`src/rtl/stbs_pkg.sv`:
```
// Shared types and constants for the sorted table bound search unit.
package stbs_pkg;

  // Fixed field widths of the ports.
  localparam int DATA_W  = 32;
  localparam int SLOT_W  = 10;
  localparam int COUNT_W = 11;

  // Search index width: covers -1 up to the largest count plus one step of headroom.
  localparam int IDX_W = COUNT_W + 2;

  localparam int DEFAULT_TABLE_DEPTH = 1024;

  // Index value reported when no entry qualifies.
  localparam logic signed [IDX_W-1:0] IDX_NONE = '1;

  // Operation codes of an input word.
  localparam logic OP_WRITE = 1'b0;
  localparam logic OP_QUERY = 1'b1;

  // Which of the three bounds the shared step unit is working on.
  typedef enum logic [1:0] {
    MODE_LOWER = 2'd0,
    MODE_UPPER = 2'd1,
    MODE_LAST  = 2'd2
  } search_mode_t;

  // Commands from the sequencer to the step unit.
  typedef struct packed {
    logic         load;
    logic         update;
    search_mode_t mode;
  } step_cmd_t;

endpackage

```
`src/rtl/stbs_step.sv`:
```
// Shared bisection step unit: bounds registers, midpoint and the single compare.
module stbs_step import stbs_pkg::*; (
  input  logic                     clk,
  input  step_cmd_t                cmd,
  input  logic signed [IDX_W-1:0]  n,
  input  logic signed [DATA_W-1:0] key,
  input  logic signed [DATA_W-1:0] rd_data,
  output logic signed [IDX_W-1:0]  mid,
  output logic signed [IDX_W-1:0]  lo,
  output logic                     done
);

  logic signed [IDX_W-1:0] hi;
  logic signed [IDX_W-1:0] lo_next;
  logic signed [IDX_W-1:0] hi_next;
  logic signed [IDX_W-1:0] span;
  logic signed [IDX_W-1:0] half;
  logic [DATA_W:0]         diff;
  logic                    elem_lt;
  logic                    elem_gt;

  // Midpoint: the last-not-greater search rounds up, the other two round down.
  assign span = hi - lo;
  assign half = (cmd.mode == MODE_LAST) ? ((span + IDX_W'(1)) >>> 1) : (span >>> 1);
  assign mid  = lo + half;
  assign done = !(lo < hi);

  // One signed compare of the element against the key, by a 33-bit subtract.
  assign diff    = {rd_data[DATA_W-1], rd_data} - {key[DATA_W-1], key};
  assign elem_lt = diff[DATA_W];
  assign elem_gt = !elem_lt && (diff != '0);

  // Next bounds: start a search, or narrow the interval after one compare.
  always_comb begin
    lo_next = lo;
    hi_next = hi;
    if (cmd.load) begin
      case (cmd.mode)
        MODE_LAST: begin
          lo_next = IDX_NONE;
          hi_next = n - IDX_W'(1);
        end
        default: begin
          lo_next = '0;
          hi_next = n;
        end
      endcase
    end else if (cmd.update) begin
      case (cmd.mode)
        MODE_LOWER: begin
          if (!elem_lt) hi_next = mid;
          else          lo_next = mid + IDX_W'(1);
        end
        MODE_UPPER: begin
          if (!elem_gt) lo_next = mid + IDX_W'(1);
          else          hi_next = mid;
        end
        MODE_LAST: begin
          if (!elem_gt) lo_next = mid;
          else          hi_next = mid - IDX_W'(1);
        end
        default: begin
          lo_next = lo;
          hi_next = hi;
        end
      endcase
    end
  end

  always_ff @(posedge clk) begin
    lo <= lo_next;
    hi <= hi_next;
  end

endmodule

```
`config.mk`:
```
export PLATFORM = sky130hd
export DESIGN_NAME = stbs_step
export DESIGN_NICKNAME = d
export VERILOG_FILES = /design/src/rtl/stbs_pkg.sv /design/src/rtl/stbs_step.sv
export SDC_FILE = /design/constraint.sdc
export NUM_CORES = 1
export LEC_CHECK = 0
export BUFFER_PORTS_ARGS = -buffer_cell sky130_fd_sc_hd__clkbuf_2
export CAP_MARGIN = 25
export CORE_ASPECT_RATIO = 2
export CORE_MARGIN = 3
export CORE_UTILIZATION = 60
export CTS_CLUSTER_SIZE = 20
export DETAILED_ROUTE_END_ITERATION = 10
export MAX_ROUTING_LAYER = met4
export PLACE_DENSITY = 0.91
export SYNTH_ARGS = -nofsm -noshare
export SYNTH_HDL_FRONTEND = slang
export SYNTH_SLANG_ARGS = --single-unit
```
`constraint.sdc`:
```
create_clock -name clk -period 9.84 [get_ports clk]
set_input_delay 1.476 -clock clk [delete_from_list [all_inputs] [get_ports clk]]
set_output_delay 1.476 -clock clk [all_outputs]
set_load 0.01 [all_outputs]
```
==> Yosys cells after proc, flatten, opt, wreduce, memory -nomap -nowiden <==
Cells that the tools add are included.
{ "totals": {"elab_cells": 42, "input_bits": 82, "out_inout_bits": 27, "ff_bits": 26} }
{ "op_classes": {"magnitude_cmp": 1, "n_eq_ne": 8, "muxes": 15, "addsub": 7, "reduce_logical": 9} }
{ "ops": {"columns": ["operator", "n"], "rows": [
  ["two-way mux 13 bit", 13],
  ["one-hot mux 13 bit (3 select lines)", 2],
  ["nonzero test 33 bit", 1],
  ["subtractor 32 x 32 -> 33 bit", 1],
  ["adder 13 x 2 -> 13 bit (second input constant)", 2],
  ["subtractor 13 x 2 -> 13 bit (second input constant)", 2],
  ["inequality test 3 bit (second input constant)", 6],
  ["adder 13 bit", 1],
  ["less-than comparator 13 bit", 1],
  ["subtractor 13 bit", 1],
  ["AND reduction 5 bit", 2],
  ["nonzero test 4 bit", 1],
  ["equality test 2 x 1 -> 1 bit (second input constant)", 1],
  ["equality test 2 bit (second input constant)", 1],
  ["logical NOT 1 bit", 2],
  ["logical NOT 2 bit", 1],
  ["nonzero test 2 bit", 1],
  ["logical AND 1 bit", 1]
]} }

==> Longest topological paths before layout <==
Gate-level depths: netlist (run 1).
{ "depth": {"ltp_word": 9, "mapped_depth": 23, "ltp_nobuf": 23} }

==> Least setup slack after synthesis (run 1) <==
No wires, ideal clock.
{ "synth_path": {"path_kind": "input port to output port", "from": "input port cmd[1] in the netlist's numbering", "to": "output port mid[12]", "path_buffers": 0, "stages": 16, "required_ns": 8.364, "slack_ns": 3.987, "t_arrival_ns": 4.377, "path_cell_list": "inv_1 nor2_1 nand4_1 or2_2 nor3_1 xor2_1 ha_1 o21a_1 o21ai_0 o21bai_1 a21oi_1 o41a_1 xnor2_1 xnor2_1 xor2_1 inv_1"} }
{ "synth_between": {"elab_chain_cells": 3} }
{ "synth_rtl": {"columns": ["element", "line", "rtl"], "rows": [
  ["start, declared", "stbs_step.sv:4", "input step_cmd_t cmd,"],
  ["equality test 2 bit", "stbs_step.sv:24", "assign half = (cmd.mode == MODE_LAST) ? ((span + IDX_W'(1)) >>> 1) : (span >>> 1);"],
  ["two-way mux 13 bit", "stbs_step.sv:24", null],
  ["adder 13 bit", "stbs_step.sv:25", "assign mid = lo + half;"],
  ["end, declared", "stbs_step.sv:8", "output logic signed [IDX_W-1:0] mid,"]
]} }
No other way between the ends.

==> Worst setup path after layout (run 1) <==
Ends and elaborated chain as after synthesis.

==> results of run 1 <==
[tightest hold or removal path: cells and delay by family (launching register included)]
family	cells	cell delay [ps]
XOR/XNOR	1	130
adder cells (fa/ha/maj)	1	270
flip-flops	1	380
AND/OR/NAND/NOR	1	90
[per-layer routing]
layer  global-route usage (%)  wire length, um  vias to the layer above
met3                    3.897              803                      121
met1                    29.84             5817                     2903
met5                        -                0                        -
li1                         -                -                     3115
met2                    63.48             9997                      282
met4                    26.54             1437                        0
[cell type report]
cell class | count | area, sq um | area share (%)
Timing Repair Buffer | 111 | 566.8 | 8.848
Sequential cell | 26 | 780.7 | 12.19
Tap cell | 102 | 127.6 | 1.992
Inverter | 79 | 296.5 | 4.629
Clock buffer | 3 | 75.07 | 1.172
Multi-Input combinational cell | 659 | 4559 | 71.17
[logic make-up after synthesis]
kind of cell | share of synthesized area [%]
compound gates | 29.38
flops | 13.61
mux | 1.265
buf+inv | 7.001
simple gates | 25.63
fa+ha+maj | 14.57
xor+xnor | 8.550
[cell usage in the layout, fill, tap and decap left out, types with 16 or more instances in the layout]
cell and count:
xnor2_1 34, nand2_1 60, ha_1 62, a21oi_1 63, nand3_1 18, edfxtp_1 26, nand4_1 16, clkbuf_2 108
nor2_1 72, o21ai_0 47, xor2_1 22, a211oi_1 18, nor3_1 21, inv_1 78
[per-stage QoR]
stage	area, sq um	std cells	util [%]	hold WS [ps]	worst slack, ps
5_1_grt	6406	980	70.13	1025	2865
3_3_place_gp	6320	976	69.18	948.9	3324
6_report	6406	980	70.13	969.9	3135
2_1_floorplan	5737	786	-	950.2	3987
3_5_place_dp	6331	977	69.31	954.5	3234
4_1_cts	6406	980	70.13	974.3	3185
[state kept, by name (all words and copies together), names as in the netlist]
signal / count
hi: 13
lo: 13
[how the worst max path moves through the flow]
| stage | start | endpoint | slack (ps) | depth (start not counted) |
|---|---|---|---|---|
| 3_3_place_gp | cmd[1] | mid[12] | 3320 | 19 |
| 4_1_cts | cmd[1] | mid[12] | 3180 | 19 |
| 2_1_floorplan | cmd[1] | mid[12] | 3990 | 16 |
| 3_5_place_dp | cmd[1] | mid[12] | 3230 | 19 |
| 6_report | cmd[1] | mid[12] | 3140 | 19 |
| 5_1_grt | cmd[1] | mid[12] | 2860 | 19 |
==> run_results.csv, run 1 <==
group,metric,value,unit
yosys,synthCells,786,
drt,drt_first_iter_violations,406,
drt,vias_per_cell,6.552,
drt,ant_nets,0,
die,pin_count,109,
critical_path,r2r_start,"lo[1]",
cts,ctsResizeCount,0,
timing,fmax,0.1491,GHz
die,chipWidth,75.14,um
cts,clk_latency,270,ps
timing,finalCriticalPeriod,6705,ps
yosys,async_flop_share,0,%
finish,antenna_cells,0,
yosys,yosysMostFrequentCell,"inv_1",
timing,rsz0062_at_grt,"no",
critical_path,crit_family,"compound AO/OA/AOI/OAI gates",
timing,maxSlewViolCount,0,
critical_path,path_cells,"clkbuf_2 > inv_1 > nor2_1 > buf_4 > nand4_1 > or2_2 > nor3_1 > xor2_1 > ha_1 > o21a_1 > o21ai_0 > o21bai_1 > a21oi_1 > o41a_1 > xnor2_1 > xnor2_1 > xor2_1 > inv_1 > clkbuf_2",
yosys,yosysTopAreaCell,"edfxtp_1",
die,initial_core_util,62.80,%
timing,setup_viol,0,
drt,drc,0,
finish,final_nets,1027,
die,core_region_area,9135,sq um
yosys,synth_area_leaders,"edfxtp_1 (14%), ha_1 (14%), a21oi_1 (5.5%)",
critical_path,worstReg2RegEnd,"hi[12]",
global_routing,grt_pass1_vias,6303,
critical_path,cp_max_fo,23,
global_routing,grt.total_usage,34.44,%
placement,gp_congestion,0.9766,
finish,layout-drive-gt1-share,16.51,%
drt,wire_per_inst,18.42,um
yosys,ys_ff_latch,26,
run_status,status,"finished clean",
cts,cts.sinks,26,
cts,ctsHoldBuffers,0,
timing,skew,1.354,ps
global_routing,grt.overflow.total,0,
yosys,syn_avg_cell_area,7.299,sq um
hold_path,hold_end,"lo[0]",
cts,worst_setup_hold_path_clk_slew,60,ps
cts,cts_made_buffers,3,
timing,worstMarginPinSlew,851.7,ps
timing,setup_tns,0,ps
critical_path,endpoint_kind,"output port",
yosys,synth_common_cells,"inv_1 (78), nor2_1 (72), a21oi_1 (63)",
timing,hold_viol,0,
cts,cts_tree,"built",
yosys,synth-main-ff-cell,"edfxtp_1",
finish,fillCellCount,839,
critical_path,r2r_cells,18,
cts,h-tree-depth,1,
critical_path,crit_buf_inv,5,
critical_path,crit_slowest_cell,"xnor2_1",
yosys,netlist_area,5737,sq um
drt,vias,6421,
timing,slew_headroom,42.81,%
drt,wl,18060,um
hold_path,holdCritStartpoint,"lo[0]",
yosys,synth_edf_count,26,
run,cap_violations,0,
die,chipHeight,144.3,um
timing,fin_crit_sh,68.14,%
die,dieArea,10840,sq um
cts,cts_buffer_depth,2,
hold_path,hold_depth,3,
placement,dpl.hpwl,15020,um
finish,synthToLayoutAreaGrowth,11.67,%
yosys,synth_nets,933,
critical_path,crit_type,"in -> out",
cts,clock-root-buffer,"clkbuf_16",
yosys,ys_warn_count,0,
yosys,yosysUniqueCellTypes,87,
critical_path,max_stage_delay,370,ps
critical_path,cp.required,8360,ps
drt,dr.pass1.iters,6,
yosys,yosysSeqAreaShare,13.61,%
yosys,yosysTopAreaCellShare,13.61,%
die,std_cell_rows,49,
hold_path,min_path_type,"reg -> reg",
critical_path,r2r_slack,4410,ps
global_routing,antenna_found_initial,0,
global_routing,grt_start_max_net_pins,41,
placement,io_buffers,108,
critical_path,start_kind,"input port",
critical_path,critPathArrivalTime,5230,ps
global_routing,grt_pass1_wl,28350,um
cts,cts_post_setup_buffers_inserted,0,
Power of run 1 is left out: the tool's default activity adds up to more than one toggle a clock period on the data nets, which glitch-free logic cannot reach.
==> run 2, diff against run 1 <==
- CORE_UTILIZATION: 60 -> 58
- PLACE_DENSITY: 0.91 -> 0.89
- clock period: 9.84 -> 6.4 ns (I/O delays scaled with it)
==> run 2 against run 1 <==
  * Sequential cell count unchanged
  * Utilization is 2.2 points lower
  * Non-clock buffer count up 1
  * First-iteration DRC count fell by 16%
  * Via count rose by 0.70%
  * Clock skew grew 1.3 ps
  * Sequential share of layout area shrank 0.092 points
  * Worst hold slack better by 17 ps
  * Cell area rose by 0.76%
  * Register-to-register slack got worse by 3400 ps
==> run_results.csv, run 2 (synthesized netlist as in run 1, its figures left out) <==
group,metric,value,unit
timing,setup_viol,0,
cts,cts_buffer_depth,2,
drt,wl,17700,um
cts,worst_setup_hold_path_clk_slew,60,ps
cts,ctsResizeCount,0,
finish,synthToLayoutAreaGrowth,12.52,%
timing,skew,2.690,ps
drt,drt_first_iter_violations,342,
die,initial_core_util,60.33,%
critical_path,crit_type,"reg -> out",
global_routing,grt_pass1_vias,6181,
run,cap_violations,0,
placement,dpl.hpwl,14930,um
cts,cts_post_setup_buffers_inserted,0,
drt,vias,6466,
finish,instances_no_fill,1010,
finish,final_common_cell,"clkbuf_2",
critical_path,crit_family,"compound AO/OA/AOI/OAI gates",
critical_path,r2r_slack,980,ps
drt,dr.pass1.iters,7,
drt,drc,0,
die,pin_count,109,
critical_path,r2r_cells,21,
drt,wire_per_inst,17.53,um
die,dieArea,11190,sq um
die,core_region_area,9509,sq um
timing,slew_headroom,40.04,%
timing,worstMarginPinSlew,891.2,ps
cts,h-tree-depth,1,
placement,placedCellCount,1005,
cts,cts_made_buffers,3,
finish,mostFrequentLayoutCells,"clkbuf_2 (108), inv_1 (78), nor2_1 (72), a21oi_1 (63), ha_1 (62)",
cts,clock-root-buffer,"clkbuf_16",
die,chipHeight,146.7,um
critical_path,path_cells,"inv_1 > ha_1 > inv_1 > fa_1 > a21o_1 > a21oi_1 > xnor2_1 > nand2_1 > or2_2 > nor3_1 > xor2_1 > ha_1 > o21a_1 > o21ai_0 > o21bai_1 > a21oi_1 > o41a_1 > xnor2_1 > xnor2_1 > xor2_1 > inv_1 > clkbuf_2",
critical_path,crit_buf_inv,4,
placement,gp_congestion,0.9922,
critical_path,worstReg2RegEnd,"hi[12]",
cts,cts.sinks,26,
critical_path,critPathArrivalTime,4990,ps
finish,reg_top3,"hi: 13 flops, lo: 13 flops",
global_routing,antenna_found_initial,0,
critical_path,cp_max_fo,5,
timing,fin_crit_sh,92.95,%
critical_path,endpoint_kind,"output port",
critical_path,endpoint,"mid[12]",
timing,maxSlewViolCount,0,
drt,vias_per_cell,6.402,
timing,rsz0062_at_grt,"no",
timing,setup_tns,0,ps
critical_path,crit_slowest_cell,"fa_1",
finish,layout-drive-gt1-share,16.59,%
die,chipWidth,76.33,um
critical_path,start_kind,"flip-flop",
hold_path,min_path_type,"reg -> reg",
finish,antenna_cells,0,
critical_path,r2r_start,"hi[0]",
global_routing,grt_pass1_wl,27980,um
placement,io_buffers,108,
global_routing,grt_start_max_net_pins,41,
critical_path,cp.depth,22,
die,std_cell_rows,50,
timing,finalCriticalPeriod,5949,ps
critical_path,max_stage_delay,400,ps
critical_path,cp.required,5440,ps
timing,fmax,0.1681,GHz
cts,clk_latency,270,ps
timing,hold_viol,0,
critical_path,cp-startpoint,"hi[0]",
finish,final_nets,1028,
drt,ant_nets,0,
cts,ctsHoldBuffers,0,
global_routing,grt.total_usage,31.55,%
global_routing,grt.overflow.total,0,
run_status,status,"finished clean",
cts,cts_tree,"built",
run 2: per-stage QoR:
step                      setup WS, ps  util (%)  area, sq um  hold WS, ps
after floorplan                   1306         -         5737        950.2
after global placement           916.7     66.91         6362        926.9
after detailed placement         796.7     66.91         6362        953.7
final                            450.9     67.88         6455        987.2
after global routing             72.08     67.88         6455         1078
after CTS                        482.4     67.74         6441        969.0
run 2: metal layers:
layer	track usage [%]	wire length, um	vias up
li1	-	-	3110
met1	25.25	5450	2963
met2	63.01	9948	281
met3	2.222	729	112
met4	24.86	1573	0
met5	-	0	-
run 2: worst min-delay path by stage:
stage | from | endpoint | slack, ps | cells after the start
final | lo[0] | lo[0] | 990 | 3
after global routing | lo[0] | hi[0] | 1080 | 3
after CTS | lo[0] | lo[0] | 970 | 3
after detailed placement | lo[0] | lo[0] | 950 | 3
after global placement | lo[0] | lo[0] | 930 | 3
after floorplan | lo[2] | lo[2] | 950 | 3
run 2: layout make-up:
type                    count  area (sq um)
repair buffers            112         576.8
clock buffers               3         75.07
fillers                   890          3054
well taps                 130         162.7
flip-flops and latches     26         780.7
clock inverters             1         3.754
inverters                  79         296.5
multi-input cells         659          4559
run 2: worst min-delay path, cell delays in order, from the launching register on:
cell      delay, ps
edfxtp_1        380
ha_1            280
nor2_1           90
xnor2_1         130
Power of run 2 is left out for the same reason.
==> run 3, diff against run 2 <==
- BUFFER_PORTS_ARGS: -buffer_cell sky130_fd_sc_hd__clkbuf_2 -> unset
- CORE_UTILIZATION: 58 -> 60
- DONT_BUFFER_PORTS: unset -> 1
- PLACE_DENSITY: 0.89 -> 0.82
==> run 3 against run 2 <==
  * Worst hold slack got worse by 78 ps
  * Non-clock buffer count fell by 108
  * Setup slack got worse by 2.9 ps
  * Sequential share of layout area rose by 1.2 points
  * Wire length grew 5.8%
  * Via count is 6.1% lower
  * Utilization down 3.6 points
  * Fmax barely moved
  * Largest cell class unchanged
  * Count of clock-buffer cells in the layout did not move
  * Sequential cell count did not move
==> run_results.csv, run 3 (synthesized netlist as in run 1, its figures left out) <==
group,metric,value,unit
cts,cts_tree,"built",
timing,worstMarginPinSlew,893.5,ps
placement,placedCellCount,870,
drt,drt_first_iter_violations,355,
timing,fmax,0.1680,GHz
die,pin_count,109,
global_routing,grt_start_max_net_pins,41,
critical_path,r2r_start,"lo[0]",
global_routing,grt.total_usage,35.32,%
timing,slew_headroom,39.89,%
timing,maxSlewViolCount,0,
timing,setup_viol,0,
critical_path,cp_max_fo,5,
finish,final_core_util,64.29,%
drt,wire_per_inst,21.45,um
finish,instances_no_fill,873,
cts,cts_post_setup_buffers_inserted,0,
critical_path,r2r_cells,21,
cts,clk_latency,260,ps
timing,fin_crit_sh,93.00,%
die,std_cell_rows,49,
timing,skew,2.905,ps
critical_path,r2r_slack,830,ps
global_routing,grt_pass1_vias,6132,
timing,setup_tns,0,ps
timing,finalCriticalPeriod,5952,ps
die,dieArea,10840,sq um
die,chipWidth,75.14,um
finish,fillCellCount,865,
finish,antenna_cells,0,
global_routing,grt_pass1_wl,28660,um
finish,final_common_cell,"inv_1",
run_status,status,"finished clean",
finish,final_nets,920,
critical_path,endpoint,"mid[12]",
cts,cts_made_buffers,3,
drt,wl,18720,um
cts,ctsResizeCount,0,
placement,io_buffers,0,
cts,cts.sinks,26,
drt,ant_nets,0,
placement,gp_congestion,0.9929,
finish,reg_top3,"hi: 13 flops, lo: 13 flops",
cts,cts_buffer_depth,2,
drt,drc,0,
critical_path,crit_type,"reg -> out",
die,chipHeight,144.3,um
critical_path,worstReg2RegEnd,"lo[12]",
cts,h-tree-depth,1,
finish,layout-drive-gt1-share,4.929,%
cts,ctsHoldBuffers,0,
cts,worst_setup_hold_path_clk_slew,60,ps
critical_path,cp.required,5440,ps
timing,hold_viol,0,
drt,vias,6069,
placement,dpl.hpwl,15620,um
drt,dr.pass1.iters,5,
finish,mostFrequentLayoutCells,"inv_1 (78), nor2_1 (72), a21oi_1 (63), ha_1 (62), nand2_1 (60)",
die,core_region_area,9135,sq um
cts,clock-root-buffer,"clkbuf_16",
critical_path,endpoint_kind,"output port",
critical_path,critPathArrivalTime,4990,ps
drt,vias_per_cell,6.952,
finish,synthToLayoutAreaGrowth,2.377,%
critical_path,cp-startpoint,"lo[0]",
run,cap_violations,0,
critical_path,start_kind,"flip-flop",
global_routing,antenna_found_initial,0,
die,initial_core_util,62.80,%
hold_path,min_path_type,"in -> reg",
global_routing,grt.overflow.total,0,
timing,rsz0062_at_grt,"no",
[run 3: changes by cell type in the layout (fill, tap and decap cells not counted)]
cell / previous run / this run
clkinv_1: 2 / 1
clkbuf_8: 1 / 0
buf_6: 0 / 1
clkbuf_2: 108 / 0
[run 3: metal layers]
layer	vias up	wire length, um	global-route usage [%]
li1	2879	-	-
met3	104	900	4.732
met2	254	10250	65.73
met5	-	0	-
met4	0	1788	29.03
met1	2832	5783	28.73
[run 3: cell type report]
| type | instances | area [sq um] | area share (%) |
|---|---|---|---|
| flip-flops and latches | 26 | 780.7 | 13.29 |
| clock buffers | 3 | 75.07 | 1.278 |
| inverters | 79 | 296.5 | 5.049 |
| repair buffers | 4 | 33.78 | 0.5752 |
| well taps | 102 | 127.6 | 2.173 |
| multi-input cells | 659 | 4559 | 77.63 |
[run 3: worst min path at each step]
stage	start	cells after the start	end	slack [ps]
6_report	cmd[3]	2	hi[3]	910
5_1_grt	cmd[3]	1	hi[10]	910
4_1_cts	cmd[3]	2	hi[7]	900
3_5_place_dp	lo[2]	3	lo[2]	1050
3_3_place_gp	lo[2]	3	lo[2]	1030
2_1_floorplan	lo[2]	3	lo[2]	950
[run 3: stage by stage]
| step | instance area (sq um) | hold slack [ps] | setup WS [ps] |
|---|---|---|---|
| 2_1_floorplan | 5737 | 950.2 | 1306 |
| 3_3_place_gp | 5787 | 1031 | 881.3 |
| 3_5_place_dp | 5798 | 1053 | 765.8 |
| 4_1_cts | 5873 | 903.2 | 460.0 |
| 5_1_grt | 5873 | 910.5 | 122.1 |
| 6_report | 5873 | 909.3 | 448.0 |
[run 3: critical path: stages (launching register included)]
cell and delay, ps:
edfxtp_1 440, ha_1 210, inv_1 60, fa_1 410, a21o_1 200, a221o_1 380
a211oi_1 350, nor2_1 140, nor2_1 260, nand4_1 240, or3_1 470, nand2_1 90
ha_1 280, inv_1 120, o21bai_1 90, o41a_1 120, xnor2_1 360, xnor2_1 180
xor2_1 200, inv_1 110
Power of run 3 is left out for the same reason.
